<file path="config.mk">
export PLATFORM = sky130hd
export DESIGN_NAME = rc_arming_sequencer_stick_mixer
export DESIGN_NICKNAME = d
export VERILOG_FILES = /design/src/sv/rasm_pkg.sv /design/src/sv/rc_arming_sequencer_stick_mixer.sv /design/src/sv/rasm_cfg.sv /design/src/sv/rasm_in_stage.sv /design/src/sv/rasm_step.sv
export SDC_FILE = /design/constraint.sdc
export NUM_CORES = 1
export LEC_CHECK = 0
export BUFFER_PORTS_ARGS = -buffer_cell sky130_fd_sc_hd__buf_2
export CAP_MARGIN = 5
export CELL_PAD_IN_SITES_DETAIL_PLACEMENT = 0
export CELL_PAD_IN_SITES_GLOBAL_PLACEMENT = 2
export CORE_MARGIN = 8
export CORE_UTILIZATION = 44
export CTS_BUF_LIST = sky130_fd_sc_hd__clkbuf_8
export DETAILED_ROUTE_END_ITERATION = 8
export HOLD_SLACK_MARGIN = 0.05
export PLACE_DENSITY = 0.95
export SETUP_SLACK_MARGIN = 0.3
export SLEW_MARGIN = 20
export SYNTH_ARGS = -nofsm -noshare
export SYNTH_HDL_FRONTEND = slang
export SYNTH_SLANG_ARGS = --single-unit
export TNS_END_PERCENT = 30
</file>
<file path="constraint.sdc">
create_clock -name clk -period 15.15 [get_ports clk]
set_input_delay 0.7575 -clock clk [delete_from_list [all_inputs] [get_ports clk]]
set_output_delay 0.7575 -clock clk [all_outputs]
set_load 0.01 [all_outputs]
</file>
<file path="src/sv/rasm_pkg.sv">
// Package with types, constants and helper functions for the RC arming sequencer and mixer.
package rasm_pkg;

    localparam int CFG_INDEX_W = 3;
    localparam int CFG_DATA_W  = 16;
    localparam int IN_TDATA_W  = 56;
    localparam int OUT_TDATA_W = 88;

    localparam int ELAPSED_W = 10;
    localparam int STICK_W   = 7;
    localparam int HOLD_W    = 16;
    localparam int PULSE_W   = 12;
    localparam int GAIN_W    = 6;
    localparam int MIX_W     = 9;
    localparam int CODE_W    = 2;

    localparam logic [STICK_W-1:0] STICK_LIMIT = 7'd100;
    localparam logic [STICK_W-1:0] NEUTRAL     = 7'd50;
    localparam logic [PULSE_W-1:0] PULSE_LIMIT = 12'd4095;

    localparam logic [HOLD_W-1:0]  ARM_HOLD_RESET    = 16'd5000;
    localparam logic [HOLD_W-1:0]  DISARM_HOLD_RESET = 16'd3000;
    localparam logic [PULSE_W-1:0] PULSE_MIN_RESET   = 12'd1000;
    localparam logic [PULSE_W-1:0] PULSE_MAX_RESET   = 12'd2000;
    localparam logic [GAIN_W-1:0]  GAIN_RESET        = 6'd10;
    localparam logic [PULSE_W-1:0] CENTER_WIDTH_RESET   = 12'd1500;
    localparam logic [PULSE_W-1:0] THROTTLE_WIDTH_RESET = 12'd1000;

    localparam logic [CODE_W-1:0] ARM_CODE_DISARMED  = 2'd0;
    localparam logic [CODE_W-1:0] ARM_CODE_ARMING    = 2'd1;
    localparam logic [CODE_W-1:0] ARM_CODE_ARMED     = 2'd2;
    localparam logic [CODE_W-1:0] ARM_CODE_DISARMING = 2'd3;

    typedef enum logic [CFG_INDEX_W-1:0] {
        REG_ARM_HOLD    = 3'd0,
        REG_DISARM_HOLD = 3'd1,
        REG_PULSE_MIN   = 3'd2,
        REG_PULSE_MAX   = 3'd3,
        REG_STICK_GAIN  = 3'd4
    } cfg_reg_t;

    typedef enum logic [3:0] {
        MODE_DISARMED  = 4'b0001,
        MODE_ARMING    = 4'b0010,
        MODE_ARMED     = 4'b0100,
        MODE_DISARMING = 4'b1000
    } mode_t;

    typedef struct packed {
        logic [HOLD_W-1:0]  arm_hold_ms;
        logic [HOLD_W-1:0]  disarm_hold_ms;
        logic [PULSE_W-1:0] pulse_min_us;
        logic [PULSE_W-1:0] pulse_max_us;
        logic [GAIN_W-1:0]  stick_gain;
    } cfg_t;

    typedef struct packed {
        logic [ELAPSED_W-1:0] elapsed_ms;
        logic                 arm_switch;
        logic [STICK_W-1:0]   stick_roll;
        logic [STICK_W-1:0]   stick_pitch;
        logic [STICK_W-1:0]   stick_yaw;
        logic [STICK_W-1:0]   stick_throttle;
        logic                 avoid_on;
        logic [STICK_W-1:0]   comp_roll;
        logic [STICK_W-1:0]   comp_pitch;
    } item_t;

    typedef struct packed {
        logic [PULSE_W-1:0]       roll_pulse_us;
        logic [PULSE_W-1:0]       pitch_pulse_us;
        logic [PULSE_W-1:0]       yaw_pulse_us;
        logic [PULSE_W-1:0]       throttle_pulse_us;
        logic [CODE_W-1:0]        arm_mode;
        logic signed [MIX_W-1:0]  total_roll;
        logic signed [MIX_W-1:0]  total_pitch;
        logic [STICK_W-1:0]       joy_roll;
        logic [STICK_W-1:0]       joy_pitch;
    } result_t;

    function automatic logic [STICK_W-1:0] clamp_stick(input logic [STICK_W-1:0] v);
        clamp_stick = (v > STICK_LIMIT) ? STICK_LIMIT : v;
    endfunction

    function automatic logic [CODE_W-1:0] mode_code(input mode_t m);
        logic [CODE_W-1:0] code;
        unique case (m)
            MODE_DISARMED:  code = ARM_CODE_DISARMED;
            MODE_ARMING:    code = ARM_CODE_ARMING;
            MODE_ARMED:     code = ARM_CODE_ARMED;
            MODE_DISARMING: code = ARM_CODE_DISARMING;
            default:        code = ARM_CODE_DISARMED;
        endcase
        mode_code = code;
    endfunction

    function automatic logic [PULSE_W-1:0] scale_pulse(
        input logic signed [MIX_W-1:0] value,
        input logic [GAIN_W-1:0]       gain,
        input logic [PULSE_W-1:0]      pmin
    );
        logic signed [15:0] v16;
        logic signed [15:0] g16;
        logic signed [15:0] prod;
        logic signed [15:0] sum;
        v16  = 16'(value);
        g16  = {10'd0, gain};
        prod = v16 * g16;
        sum  = prod + signed'({4'd0, pmin});
        if (sum < 0)
        begin
            scale_pulse = '0;
        end
        else if (sum > signed'({4'd0, PULSE_LIMIT}))
        begin
            scale_pulse = PULSE_LIMIT;
        end
        else
        begin
            scale_pulse = sum[PULSE_W-1:0];
        end
    endfunction

endpackage

</file>
<file path="src/sv/rc_arming_sequencer_stick_mixer.sv">
// Top level of the RC arming sequencer and stick mixer.
// Each control step item passes through an input register, the mixing and sequencing
// logic, and a result register. A result is presented on the master side once its item
// has been loaded from the input register into the result register, and a new item is
// taken every cycle while the result side keeps up. The sequencer state (mode, hold
// timer, held pulse widths) is updated as each item passes the mixing and sequencing
// logic, which sets the one-item-per-cycle rate. Configuration writes take effect
// at the next clock edge and should be made while no item is in flight.
module rc_arming_sequencer_stick_mixer (
    input  logic                                clk,
    input  logic                                rst_n,
    // Fields from bit 0 up: elapsed_ms, arm_switch, stick_roll, stick_pitch, stick_yaw,
    // stick_throttle, avoid_on, comp_roll, comp_pitch, zero padding.
    input  logic [rasm_pkg::IN_TDATA_W-1:0]     s_tdata,
    input  logic                                s_tvalid,
    output logic                                s_tready,
    // Fields from bit 0 up: roll_pulse_us, pitch_pulse_us, yaw_pulse_us,
    // throttle_pulse_us, arm_mode, total_roll, total_pitch, joy_roll, joy_pitch,
    // zero padding.
    output logic [rasm_pkg::OUT_TDATA_W-1:0]    m_tdata,
    output logic                                m_tvalid,
    input  logic                                m_tready,
    input  logic                                cfg_we,
    input  logic [rasm_pkg::CFG_INDEX_W-1:0]    cfg_index,
    input  logic [rasm_pkg::CFG_DATA_W-1:0]     cfg_data
);
    import rasm_pkg::*;

    cfg_t    cfg;
    item_t   item;
    result_t result;
    logic    in_valid;
    logic    advance;
    logic    fire;

    logic                   out_valid_reg, out_valid_next;
    logic [OUT_TDATA_W-1:0] out_data_reg, out_data_next;

    assign advance = !out_valid_reg || m_tready;
    assign fire    = in_valid && advance;

    rasm_cfg u_cfg (
        .clk       (clk),
        .rst_n     (rst_n),
        .cfg_we    (cfg_we),
        .cfg_index (cfg_index),
        .cfg_data  (cfg_data),
        .cfg       (cfg)
    );

    rasm_in_stage u_in_stage (
        .clk      (clk),
        .rst_n    (rst_n),
        .s_tvalid (s_tvalid),
        .s_tready (s_tready),
        .s_tdata  (s_tdata),
        .advance  (advance),
        .valid    (in_valid),
        .item     (item)
    );

    rasm_step u_step (
        .clk    (clk),
        .rst_n  (rst_n),
        .fire   (fire),
        .item   (item),
        .cfg    (cfg),
        .result (result)
    );

    always_comb
    begin
        out_data_next        = '0;
        out_data_next[11:0]  = result.roll_pulse_us;
        out_data_next[23:12] = result.pitch_pulse_us;
        out_data_next[35:24] = result.yaw_pulse_us;
        out_data_next[47:36] = result.throttle_pulse_us;
        out_data_next[49:48] = result.arm_mode;
        out_data_next[58:50] = result.total_roll;
        out_data_next[67:59] = result.total_pitch;
        out_data_next[74:68] = result.joy_roll;
        out_data_next[81:75] = result.joy_pitch;
    end

    always_comb
    begin
        if (fire)
        begin
            out_valid_next = 1'b1;
        end
        else if (m_tready)
        begin
            out_valid_next = 1'b0;
        end
        else
        begin
            out_valid_next = out_valid_reg;
        end
    end

    always_ff @(posedge clk or negedge rst_n)
    begin
        if (!rst_n)
        begin
            out_valid_reg <= 1'b0;
        end
        else
        begin
            out_valid_reg <= out_valid_next;
        end
    end

    always_ff @(posedge clk)
    begin
        if (fire)
        begin
            out_data_reg <= out_data_next;
        end
    end

    assign m_tvalid = out_valid_reg;
    assign m_tdata  = out_data_reg;

`ifndef SYNTHESIS
    a_full_stall_blocks_input: assert property (
        @(posedge clk) disable iff (!rst_n)
        (m_tvalid && !m_tready && in_valid) |-> !s_tready
    ) else $error("input accepted while both stages are full and stalled");

    a_fire_loads_result: assert property (
        @(posedge clk) disable iff (!rst_n)
        fire |=> m_tvalid
    ) else $error("processed item did not produce a valid result");

    a_neutral_when_not_armed: assert property (
        @(posedge clk) disable iff (!rst_n)
        (m_tvalid && (m_tdata[49:48] == ARM_CODE_DISARMED
                      || m_tdata[49:48] == ARM_CODE_ARMING))
        |-> (m_tdata[74:68] == NEUTRAL && m_tdata[81:75] == NEUTRAL)
    ) else $error("joystick values not neutral outside armed states");
`endif

endmodule

</file>
<file path="src/sv/rasm_cfg.sv">
// Configuration register bank for hold times, pulse limits and stick gain.
module rasm_cfg (
    input  logic                               clk,
    input  logic                               rst_n,
    input  logic                               cfg_we,
    input  logic [rasm_pkg::CFG_INDEX_W-1:0]   cfg_index,
    input  logic [rasm_pkg::CFG_DATA_W-1:0]    cfg_data,
    output rasm_pkg::cfg_t                     cfg
);
    import rasm_pkg::*;

    cfg_t cfg_reg;
    cfg_t cfg_next;

    always_comb
    begin
        cfg_next = cfg_reg;
        if (cfg_we)
        begin
            unique case (cfg_reg_t'(cfg_index))
                REG_ARM_HOLD:    cfg_next.arm_hold_ms    = cfg_data;
                REG_DISARM_HOLD: cfg_next.disarm_hold_ms = cfg_data;
                REG_PULSE_MIN:   cfg_next.pulse_min_us   = cfg_data[PULSE_W-1:0];
                REG_PULSE_MAX:   cfg_next.pulse_max_us   = cfg_data[PULSE_W-1:0];
                REG_STICK_GAIN:  cfg_next.stick_gain     = cfg_data[GAIN_W-1:0];
                default:         cfg_next = cfg_reg;
            endcase
        end
    end

    always_ff @(posedge clk or negedge rst_n)
    begin
        if (!rst_n)
        begin
            cfg_reg.arm_hold_ms    <= ARM_HOLD_RESET;
            cfg_reg.disarm_hold_ms <= DISARM_HOLD_RESET;
            cfg_reg.pulse_min_us   <= PULSE_MIN_RESET;
            cfg_reg.pulse_max_us   <= PULSE_MAX_RESET;
            cfg_reg.stick_gain     <= GAIN_RESET;
        end
        else
        begin
            cfg_reg <= cfg_next;
        end
    end

    assign cfg = cfg_reg;

endmodule

</file>
<file path="src/sv/rasm_in_stage.sv">
// Input register that unpacks and clamps one control step item.
module rasm_in_stage (
    input  logic                              clk,
    input  logic                              rst_n,
    input  logic                              s_tvalid,
    output logic                              s_tready,
    input  logic [rasm_pkg::IN_TDATA_W-1:0]   s_tdata,
    input  logic                              advance,
    output logic                              valid,
    output rasm_pkg::item_t                   item
);
    import rasm_pkg::*;

    logic  valid_reg;
    logic  valid_next;
    item_t item_reg;
    item_t item_next;
    logic  accept;

    assign s_tready = !valid_reg || advance;
    assign accept   = s_tvalid && s_tready;

    always_comb
    begin
        item_next.elapsed_ms     = s_tdata[9:0];
        item_next.arm_switch     = s_tdata[10];
        item_next.stick_roll     = clamp_stick(s_tdata[17:11]);
        item_next.stick_pitch    = clamp_stick(s_tdata[24:18]);
        item_next.stick_yaw      = clamp_stick(s_tdata[31:25]);
        item_next.stick_throttle = clamp_stick(s_tdata[38:32]);
        item_next.avoid_on       = s_tdata[39];
        item_next.comp_roll      = clamp_stick(s_tdata[46:40]);
        item_next.comp_pitch     = clamp_stick(s_tdata[53:47]);
    end

    always_comb
    begin
        if (accept)
        begin
            valid_next = 1'b1;
        end
        else if (advance)
        begin
            valid_next = 1'b0;
        end
        else
        begin
            valid_next = valid_reg;
        end
    end

    always_ff @(posedge clk or negedge rst_n)
    begin
        if (!rst_n)
        begin
            valid_reg <= 1'b0;
        end
        else
        begin
            valid_reg <= valid_next;
        end
    end

    always_ff @(posedge clk)
    begin
        if (accept)
        begin
            item_reg <= item_next;
        end
    end

    assign valid = valid_reg;
    assign item  = item_reg;

endmodule

</file>
<file path="src/sv/rasm_step.sv">
// Arming sequence state, hold timer and stick mixing for one control step per cycle while fire is high.
module rasm_step (
    input  logic              clk,
    input  logic              rst_n,
    input  logic              fire,
    input  rasm_pkg::item_t   item,
    input  rasm_pkg::cfg_t    cfg,
    output rasm_pkg::result_t result
);
    import rasm_pkg::*;

    mode_t                     mode_reg, mode_next;
    logic [HOLD_W-1:0]         hold_reg, hold_next;
    logic [PULSE_W-1:0]        roll_w_reg, roll_w_next;
    logic [PULSE_W-1:0]        pitch_w_reg, pitch_w_next;
    logic [PULSE_W-1:0]        yaw_w_reg, yaw_w_next;
    logic [PULSE_W-1:0]        thr_w_reg, thr_w_next;
    logic signed [MIX_W-1:0]   mix_roll_reg, mix_roll_next;
    logic signed [MIX_W-1:0]   mix_pitch_reg, mix_pitch_next;
    logic [STICK_W-1:0]        joy_roll_reg, joy_roll_next;
    logic [STICK_W-1:0]        joy_pitch_reg, joy_pitch_next;

    logic [PULSE_W:0]          pulse_sum;
    logic [PULSE_W-1:0]        center;
    logic [HOLD_W-1:0]         elapsed_ext;
    logic [HOLD_W-1:0]         hold_dec;
    logic [MIX_W-1:0]          mix_r;
    logic [MIX_W-1:0]          mix_p;

    assign pulse_sum   = {1'b0, cfg.pulse_min_us} + {1'b0, cfg.pulse_max_us};
    assign center      = pulse_sum[PULSE_W:1];
    assign elapsed_ext = {{(HOLD_W-ELAPSED_W){1'b0}}, item.elapsed_ms};
    assign hold_dec    = (hold_reg > elapsed_ext) ? (hold_reg - elapsed_ext) : '0;

    always_comb
    begin
        mix_r = {2'b00, item.stick_roll};
        mix_p = {2'b00, item.stick_pitch};
        if (item.avoid_on)
        begin
            mix_r = mix_r + {2'b00, item.comp_roll} - {2'b00, NEUTRAL};
            mix_p = mix_p + {2'b00, item.comp_pitch} - {2'b00, NEUTRAL};
        end
    end

    always_comb
    begin
        mode_next      = mode_reg;
        hold_next      = hold_dec;
        roll_w_next    = roll_w_reg;
        pitch_w_next   = pitch_w_reg;
        yaw_w_next     = yaw_w_reg;
        thr_w_next     = thr_w_reg;
        mix_roll_next  = mix_roll_reg;
        mix_pitch_next = mix_pitch_reg;
        joy_roll_next  = joy_roll_reg;
        joy_pitch_next = joy_pitch_reg;

        // A finished hold moves the sequence on before the switch is looked at.
        if ((mode_reg == MODE_ARMING || mode_reg == MODE_DISARMING) && hold_dec == '0)
        begin
            mode_next    = (mode_reg == MODE_ARMING) ? MODE_ARMED : MODE_DISARMED;
            roll_w_next  = center;
            pitch_w_next = center;
            yaw_w_next   = center;
            thr_w_next   = cfg.pulse_min_us;
        end

        if (mode_next == MODE_DISARMED && item.arm_switch)
        begin
            hold_next    = cfg.arm_hold_ms;
            mode_next    = MODE_ARMING;
            roll_w_next  = center;
            pitch_w_next = center;
            yaw_w_next   = cfg.pulse_max_us;
            thr_w_next   = cfg.pulse_min_us;
        end
        else if (mode_next == MODE_ARMED && !item.arm_switch)
        begin
            hold_next      = cfg.disarm_hold_ms;
            mode_next      = MODE_DISARMING;
            roll_w_next    = center;
            pitch_w_next   = center;
            yaw_w_next     = cfg.pulse_min_us;
            thr_w_next     = cfg.pulse_min_us;
            mix_roll_next  = signed'({2'b00, NEUTRAL});
            mix_pitch_next = signed'({2'b00, NEUTRAL});
            joy_roll_next  = NEUTRAL;
            joy_pitch_next = NEUTRAL;
        end

        if (mode_next == MODE_ARMED)
        begin
            joy_roll_next  = item.stick_roll;
            joy_pitch_next = item.stick_pitch;
            mix_roll_next  = signed'(mix_r);
            mix_pitch_next = signed'(mix_p);
            roll_w_next    = scale_pulse(signed'(mix_r), cfg.stick_gain, cfg.pulse_min_us);
            pitch_w_next   = scale_pulse(signed'(mix_p), cfg.stick_gain, cfg.pulse_min_us);
            yaw_w_next     = scale_pulse(signed'({2'b00, item.stick_yaw}),
                                         cfg.stick_gain, cfg.pulse_min_us);
            thr_w_next     = scale_pulse(signed'({2'b00, item.stick_throttle}),
                                         cfg.stick_gain, cfg.pulse_min_us);
        end
    end

    always_ff @(posedge clk or negedge rst_n)
    begin
        if (!rst_n)
        begin
            mode_reg      <= MODE_DISARMED;
            hold_reg      <= '0;
            roll_w_reg    <= CENTER_WIDTH_RESET;
            pitch_w_reg   <= CENTER_WIDTH_RESET;
            yaw_w_reg     <= CENTER_WIDTH_RESET;
            thr_w_reg     <= THROTTLE_WIDTH_RESET;
            mix_roll_reg  <= signed'({2'b00, NEUTRAL});
            mix_pitch_reg <= signed'({2'b00, NEUTRAL});
            joy_roll_reg  <= NEUTRAL;
            joy_pitch_reg <= NEUTRAL;
        end
        else if (fire)
        begin
            mode_reg      <= mode_next;
            hold_reg      <= hold_next;
            roll_w_reg    <= roll_w_next;
            pitch_w_reg   <= pitch_w_next;
            yaw_w_reg     <= yaw_w_next;
            thr_w_reg     <= thr_w_next;
            mix_roll_reg  <= mix_roll_next;
            mix_pitch_reg <= mix_pitch_next;
            joy_roll_reg  <= joy_roll_next;
            joy_pitch_reg <= joy_pitch_next;
        end
    end

    always_comb
    begin
        result.roll_pulse_us     = roll_w_next;
        result.pitch_pulse_us    = pitch_w_next;
        result.yaw_pulse_us      = yaw_w_next;
        result.throttle_pulse_us = thr_w_next;
        result.arm_mode          = mode_code(mode_next);
        result.total_roll        = mix_roll_next;
        result.total_pitch       = mix_pitch_next;
        result.joy_roll          = joy_roll_next;
        result.joy_pitch         = joy_pitch_next;
    end

endmodule
</file>
# Yosys cells after proc, flatten, opt, wreduce, memory -nomap -nowiden

Cells that the tools add are included.
W data, S select, Z words.

Bits in registers: 300
Latch bits: 0
Bits in writable memories: 0
ROM bits: 0
Output and inout port bits: 90
Memories: 0

Add/subtract/negate cells: 10
Multipliers: 4
Divide/modulo/power cells: 0
$lt $le $gt $ge: 15
Eq/ne operators: 11
Shift-type cells: 0
Mux-type cells: 50
Bitwise logic cells: 0
Reduce and logical (&&, ||, !) cells: 20

Operator list:

| operator               | number |
|---|---|
| $mux W12               | 24 |
| $mux W9                | 8 |
| $gt A16 B13 Y1 const B | 4 |
| $lt A16 B1 Y1 const B  | 4 |
| $mux W16               | 3 |
| $gt A7 B7 Y1 const B   | 6 |
| $mux W7                | 6 |
| $add A16 B13 Y16       | 2 |
| $mul A9 B7 Y16         | 2 |
| $add A13 B12 Y14       | 2 |
| $mul A7 B6 Y13         | 2 |
| $sub A9 B6 Y9 const B  | 2 |
| $add A7 B7 Y8          | 2 |
| $gt A16 B10 Y1         | 1 |
| $logic_not A16 Y1      | 1 |
| $sub A16 B10 Y16       | 1 |
| $add A12 B12 Y13       | 1 |
| $mux W4                | 3 |
| $reduce_and A2 Y1      | 5 |
| $eq A4 B2 Y1 const B   | 2 |
| $eq A4 B3 Y1 const B   | 2 |
| $eq A4 B4 Y1 const B   | 2 |
| $eq A3 B2 Y1 const B   | 2 |
| $pmux W2 S3            | 1 |
| 10 further kinds       | 22 |

# Logic depth before layout (Yosys ltp)

Word-level depth: 11
Depth in mapped cells: 30
Gate-level depth less buffers: 28

# By module

A second synthesis with hierarchy kept.

Cell total of the unflattened synthesis: 2395
Area, all modules: 24114.4 um2

By module, submodules not included:

| module                          | instances | cells an instance | area an instance (um2) |
|---|---|---|---|
| rasm_step                       | 1         | 2049              | 17146.4 |
| rc_arming_sequencer_stick_mixer | 1         | 93                | 2565.0 |
| rasm_cfg                        | 1         | 135               | 2392.3 |
| rasm_in_stage                   | 1         | 118               | 2010.7 |

# Worst setup path before layout

OpenSTA, ideal clock, no wires.

Kind: register to register
From: reg u_in_stage.item_reg (netlist bit u_in_stage.item[36])
To: reg u_step.roll_w_reg[1]
Arrival time: 6.970 ns
Required time: 14.887 ns
Path slack: 7.917 ns
Stages on the path, launching flop included: 30
Path buffers: 1
Period minus slack after synthesis: 7.233 ns
Cells stage by stage: edfxtp_1 ha_1 fa_1 a21o_1 a21oi_1 o21bai_1 a21oi_1 xor2_1 a21boi_0 xnor2_1 and2_1 nand2_1 fa_1 inv_1 fa_1 fa_1 inv_1 fa_1 inv_1 ha_1 nand3_1 nor3_1 a211o_1 or4b_2 a21oi_1 o211ai_1 clkbuf_1 o21a_1 nor2_1 a211oi_1

Word-level cells in the longest chain between the ends: 9
Elaborated cells on any way between the ends: 10

RTL lines:

| item                   | RTL line            | RTL |
|---|---|---|
| from (decl)            | rasm_in_stage.sv:16 | `item_t item_reg;` |
| from (signal assigned) | rasm_in_stage.sv:68 | `item_reg <= item_next;` |
| $add A7 B7 Y8          | rasm_step.sv:41     | `mix_r = mix_r + {2'b00, item.comp_roll} - {2'b00, NEUTRAL};` |
| $sub A9 B6 Y9          | rasm_step.sv:41     |  |
| $mux W9 (*)            | rasm_step.sv:39     | `if (item.avoid_on)` |
| $mul A9 B7 Y16 (*)     | rasm_pkg.sv:108     | `prod = v16 * g16;` |
| $add A16 B13 Y16 (*)   | rasm_pkg.sv:109     | `sum = prod + signed'({4'd0, pmin});` |
| $gt A16 B13 Y1         | rasm_pkg.sv:114     | `else if (sum > signed'({4'd0, PULSE_LIMIT}))` |
| $mux W12               | rasm_pkg.sv:114     |  |
| $mux W12 (*)           | rasm_pkg.sv:110     | `if (sum < 0)` |
| $mux W12 (*)           | rasm_step.sv:92     | `if (mode_next == MODE_ARMED)` |
| to (signal assigned)   | rasm_step.sv:126    | `roll_w_reg <= roll_w_next;` |
| to (decl)              | rasm_step.sv:14     | `logic [PULSE_W-1:0] roll_w_reg, roll_w_next;` |

Mark *: on every way between the ends. The rest lies on a longest branch, timed or not.
A chain may end at the register's enable or synchronous reset.

==> results.toml <==
[status]
status = "finished, final reports clean"

[clock_tree]
clkLatencyLatePin_ns = 0.64
post_cts_resized = 0
tritoncts = "yes"
cts_root_buffer = "clkbuf_8"
clk_pin_slew_ns = 0.06
htreeDepth = 2
numCtsBuffers = 53
post-cts-setup-buffer-count = 0
clockBufferDepth = 3
hold_buffers = 0
cts.sinks = 300

[power]
p_leak_nw = 12.17
seqPwrFrac_pct = 19.0
peakVddDrop_mv = 0.1769
sw_frac_of_total_pct = 49.02
internal-power_mw = 2.928
clockPowerShare_pct = 13.8
pwr-share-comb_pct = 67.3
p_switching_mw = 2.815
power_density_mw_per_mm2 = 214.7

[detailed_routing]
detail_route.iter0.violations = 1359
dr_wl_met2_um = 33190
top_layer = "met4"
drt-vias-per-instance = 5.712
m1WireLength_um = 30030
antenna_left = 0
drc = 0
wl_per_cell_um = 20.97
wirelength_um = 70390
routed-wl-met3_um = 4675
drtPass1Iterations = 8
num_vias = 19180

[logic_synthesis]
netlist_area_mm2 = 0.02415
async_flop_share_pct = 54.67
syn_inst = 2482
synth-seq-cells = 300
yosys_warnings = 0
synth_ff_type = "edfxtp_1"
seq_area_frac_synth_pct = 34.25
synth-edff-count = 136
ys_types = 85
syn_avg_cell_area_um2 = 9.730

[timing]
slew_violations = 0
relSlewSlack_pct = 28.00
period_minus_slack_ns = 8.365
hold_viol = 0
finalSetupViolations = 0
rsz0062_at_grt = "no"
skew_ns = 0.02139
tns_ns = 0
final.period_utilization_pct = 55.22
tightest_slew_ns = 1.070
fmax_mhz = 119.5

[die]
dieWidth_um = 250.3
die_height_um = 250.3
start_util_pct = 44.18
die_area_mm2 = 0.06264
io_pins = 170
core_area_mm2 = 0.05466
rows = 86

[final_layout]
multi_input_area_mm2 = 0.01422
final_cell_mix = "inv_1, nand2_1, ha_1"
instances_no_fill = 3357
diodes = 0
final_common_cell = "inv_1"
drive_above_1_share_pct = 16.77
n_fill_cell = 5124
largest_reg_flops = 82
areaGrowthSynthToFinish_pct = 10.76
layout.nets = 3023
register_area_mm2 = 0.008270

[global_routing]
grt_max_degree = 97
antenna_found_initial = 4
grt_pass1_vias = 19870
grt-ovfl-total = 0
grt.total_usage_pct = 22.20
grt_pass1_wl_um = 111200

[worst_setup_path]
crit_slowest_cell = "xnor2_1"
worst_ep_required_time_ns = 15.52
max_stage_delay_ns = 0.61
reg2reg_slack_ns = 6.78
r2r-end = "m_tdata[5]$_DFFE_PP_"
crit_family = "adder cells"
rr_startpoint = "u_in_stage.item[36]$_SDFFCE_PN0P_"
path_buf_inv = 2
ff2ff_path_depth = 25
end_kind = "flop"
path_max_fanout = 10
arrival_ns = 8.73
cp-start-kind = "flop"
crit_type = "reg2reg"
timing.critical_path.mode_cell = "fa_1"

[placement]
io_buffers = 161
gp_congestion = 0.8750
dp_cells = 3259
hpwl_um = 50340

[hold_path]
min_path_type = "in2async"

[run]
maxCapViolCount = 0
==> logic make-up (layout without fill, tap and decap cells) <==
group | after synthesis | after routing | share of synthesized area [%]
and+or+nand+nor | 706 | 706 | 14.39
AOI/OAI and AO/OA | 530 | 530 | 15.08
buffers and inverters | 446 | 612 | 7.175
adders and majority gates | 333 | 333 | 22.35
DFF | 300 | 300 | 34.25
muxes | 86 | 86 | 3.844
xor gates and xnor gates | 80 | 80 | 2.901
other | 1 | 6 | 0.01553
==> area by class of cell <==
cell class,count,area share (%)
clock buffer,58,2.984
clock inverter,40,1.118
inverter,317,4.458
multi-input combinational,1741,53.18
sequential,300,30.92
tap,704,3.293
timing repair buffer,197,4.046
==> routing by layer <==
metal	up-vias	track usage (%)
met5	-	0
met4	0	7.965
met3	132	4.032
met2	651	36.82
met1	9587	28.90
li1	8805	-
==> cell usage after synthesis, types with 10 or more instances <==
| cell | n | share of area [%] |
|---|---|---|
| o21bai_1 | 11 | 0.34 |
| ha_1 | 169 | 8.8 |
| a21o_1 | 19 | 0.59 |
| mux2i_1 | 32 | 1.3 |
| and2_1 | 81 | 2.1 |
| nand2b_1 | 32 | 0.83 |
| fa_1 | 164 | 14 |
| o2111ai_1 | 12 | 0.44 |
| xnor2_1 | 52 | 1.9 |
| mux2_2 | 54 | 2.5 |
| a22o_1 | 17 | 0.62 |
| a211oi_1 | 19 | 0.59 |
| nor2b_1 | 67 | 1.7 |
| o21ai_0 | 132 | 2.7 |
| buf_2 | 11 | 0.23 |
| xor2_1 | 28 | 1.0 |
| inv_1 | 316 | 4.9 |
| a31o_2 | 14 | 0.51 |
| nor2_1 | 122 | 1.9 |
| a31oi_1 | 19 | 0.49 |
| a311oi_1 | 12 | 0.44 |
| clkbuf_1 | 103 | 1.6 |
| o21a_1 | 15 | 0.47 |
| dfrtp_1 | 98 | 10 |
| or4_1 | 10 | 0.31 |
| or2_2 | 12 | 0.31 |
| nor3_1 | 37 | 0.77 |
| or3_1 | 10 | 0.26 |
| dfstp_2 | 66 | 7.2 |
| o211ai_1 | 20 | 0.62 |
| nand2_1 | 240 | 3.7 |
| a21oi_1 | 90 | 1.9 |
| a32oi_1 | 28 | 1.0 |
| o22ai_1 | 14 | 0.36 |
| a21boi_0 | 16 | 0.50 |
| nand3_1 | 42 | 0.87 |
| and3_1 | 19 | 0.49 |
| edfxtp_1 | 136 | 17 |
==> power by group through the flow <==
stage | logic (mW) | registers (mW) | clock network (mW)
after floorplan | 2.91 | 1.05 | 0
final | 3.86 | 1.09 | 0.790
after detailed placement | 3.84 | 1.10 | 0
after global placement | 3.76 | 1.10 | 0
after global routing | 4.36 | 1.10 | 0.840
after CTS | 3.87 | 1.09 | 0.804
==> stage by stage <==
step / worst slack [ns] / area, um^2 / utilization [%] / hold WS [ns] / power (mW)
2_1_floorplan: 7.917 / 24170 / - / 0.4538 / 3.960
3_3_place_gp: 7.095 / 25640 / 46.91 / 0.4692 / 4.859
3_5_place_dp: 7.028 / 25640 / 46.91 / 0.4765 / 4.937
4_1_cts: 7.003 / 26740 / 48.92 / 0.2285 / 5.758
5_1_grt: 6.437 / 26750 / 48.93 / 0.2544 / 6.305
6_report: 6.785 / 26750 / 48.93 / 0.2119 / 5.743
==> worst max path at each step <==
stage	from	endpoint	slack, ns	cells past startpoint
floorplan	u_in_stage.item[36]$_SDFFCE_PN0P_	u_step.roll_w_reg[1]$_DFFE_PN0P_	7.92	29
global placement	u_in_stage.item[36]$_SDFFCE_PN0P_	m_tdata[1]$_DFFE_PP_	7.10	26
detailed placement	u_in_stage.item[36]$_SDFFCE_PN0P_	m_tdata[5]$_DFFE_PP_	7.03	25
CTS	u_in_stage.item[36]$_SDFFCE_PN0P_	m_tdata[5]$_DFFE_PP_	7.00	25
global route	u_in_stage.item[36]$_SDFFCE_PN0P_	m_tdata[1]$_DFFE_PP_	6.44	28
finish	u_in_stage.item[36]$_SDFFCE_PN0P_	m_tdata[5]$_DFFE_PP_	6.78	25
No activity file was read; power rests on OpenSTA's default activity.
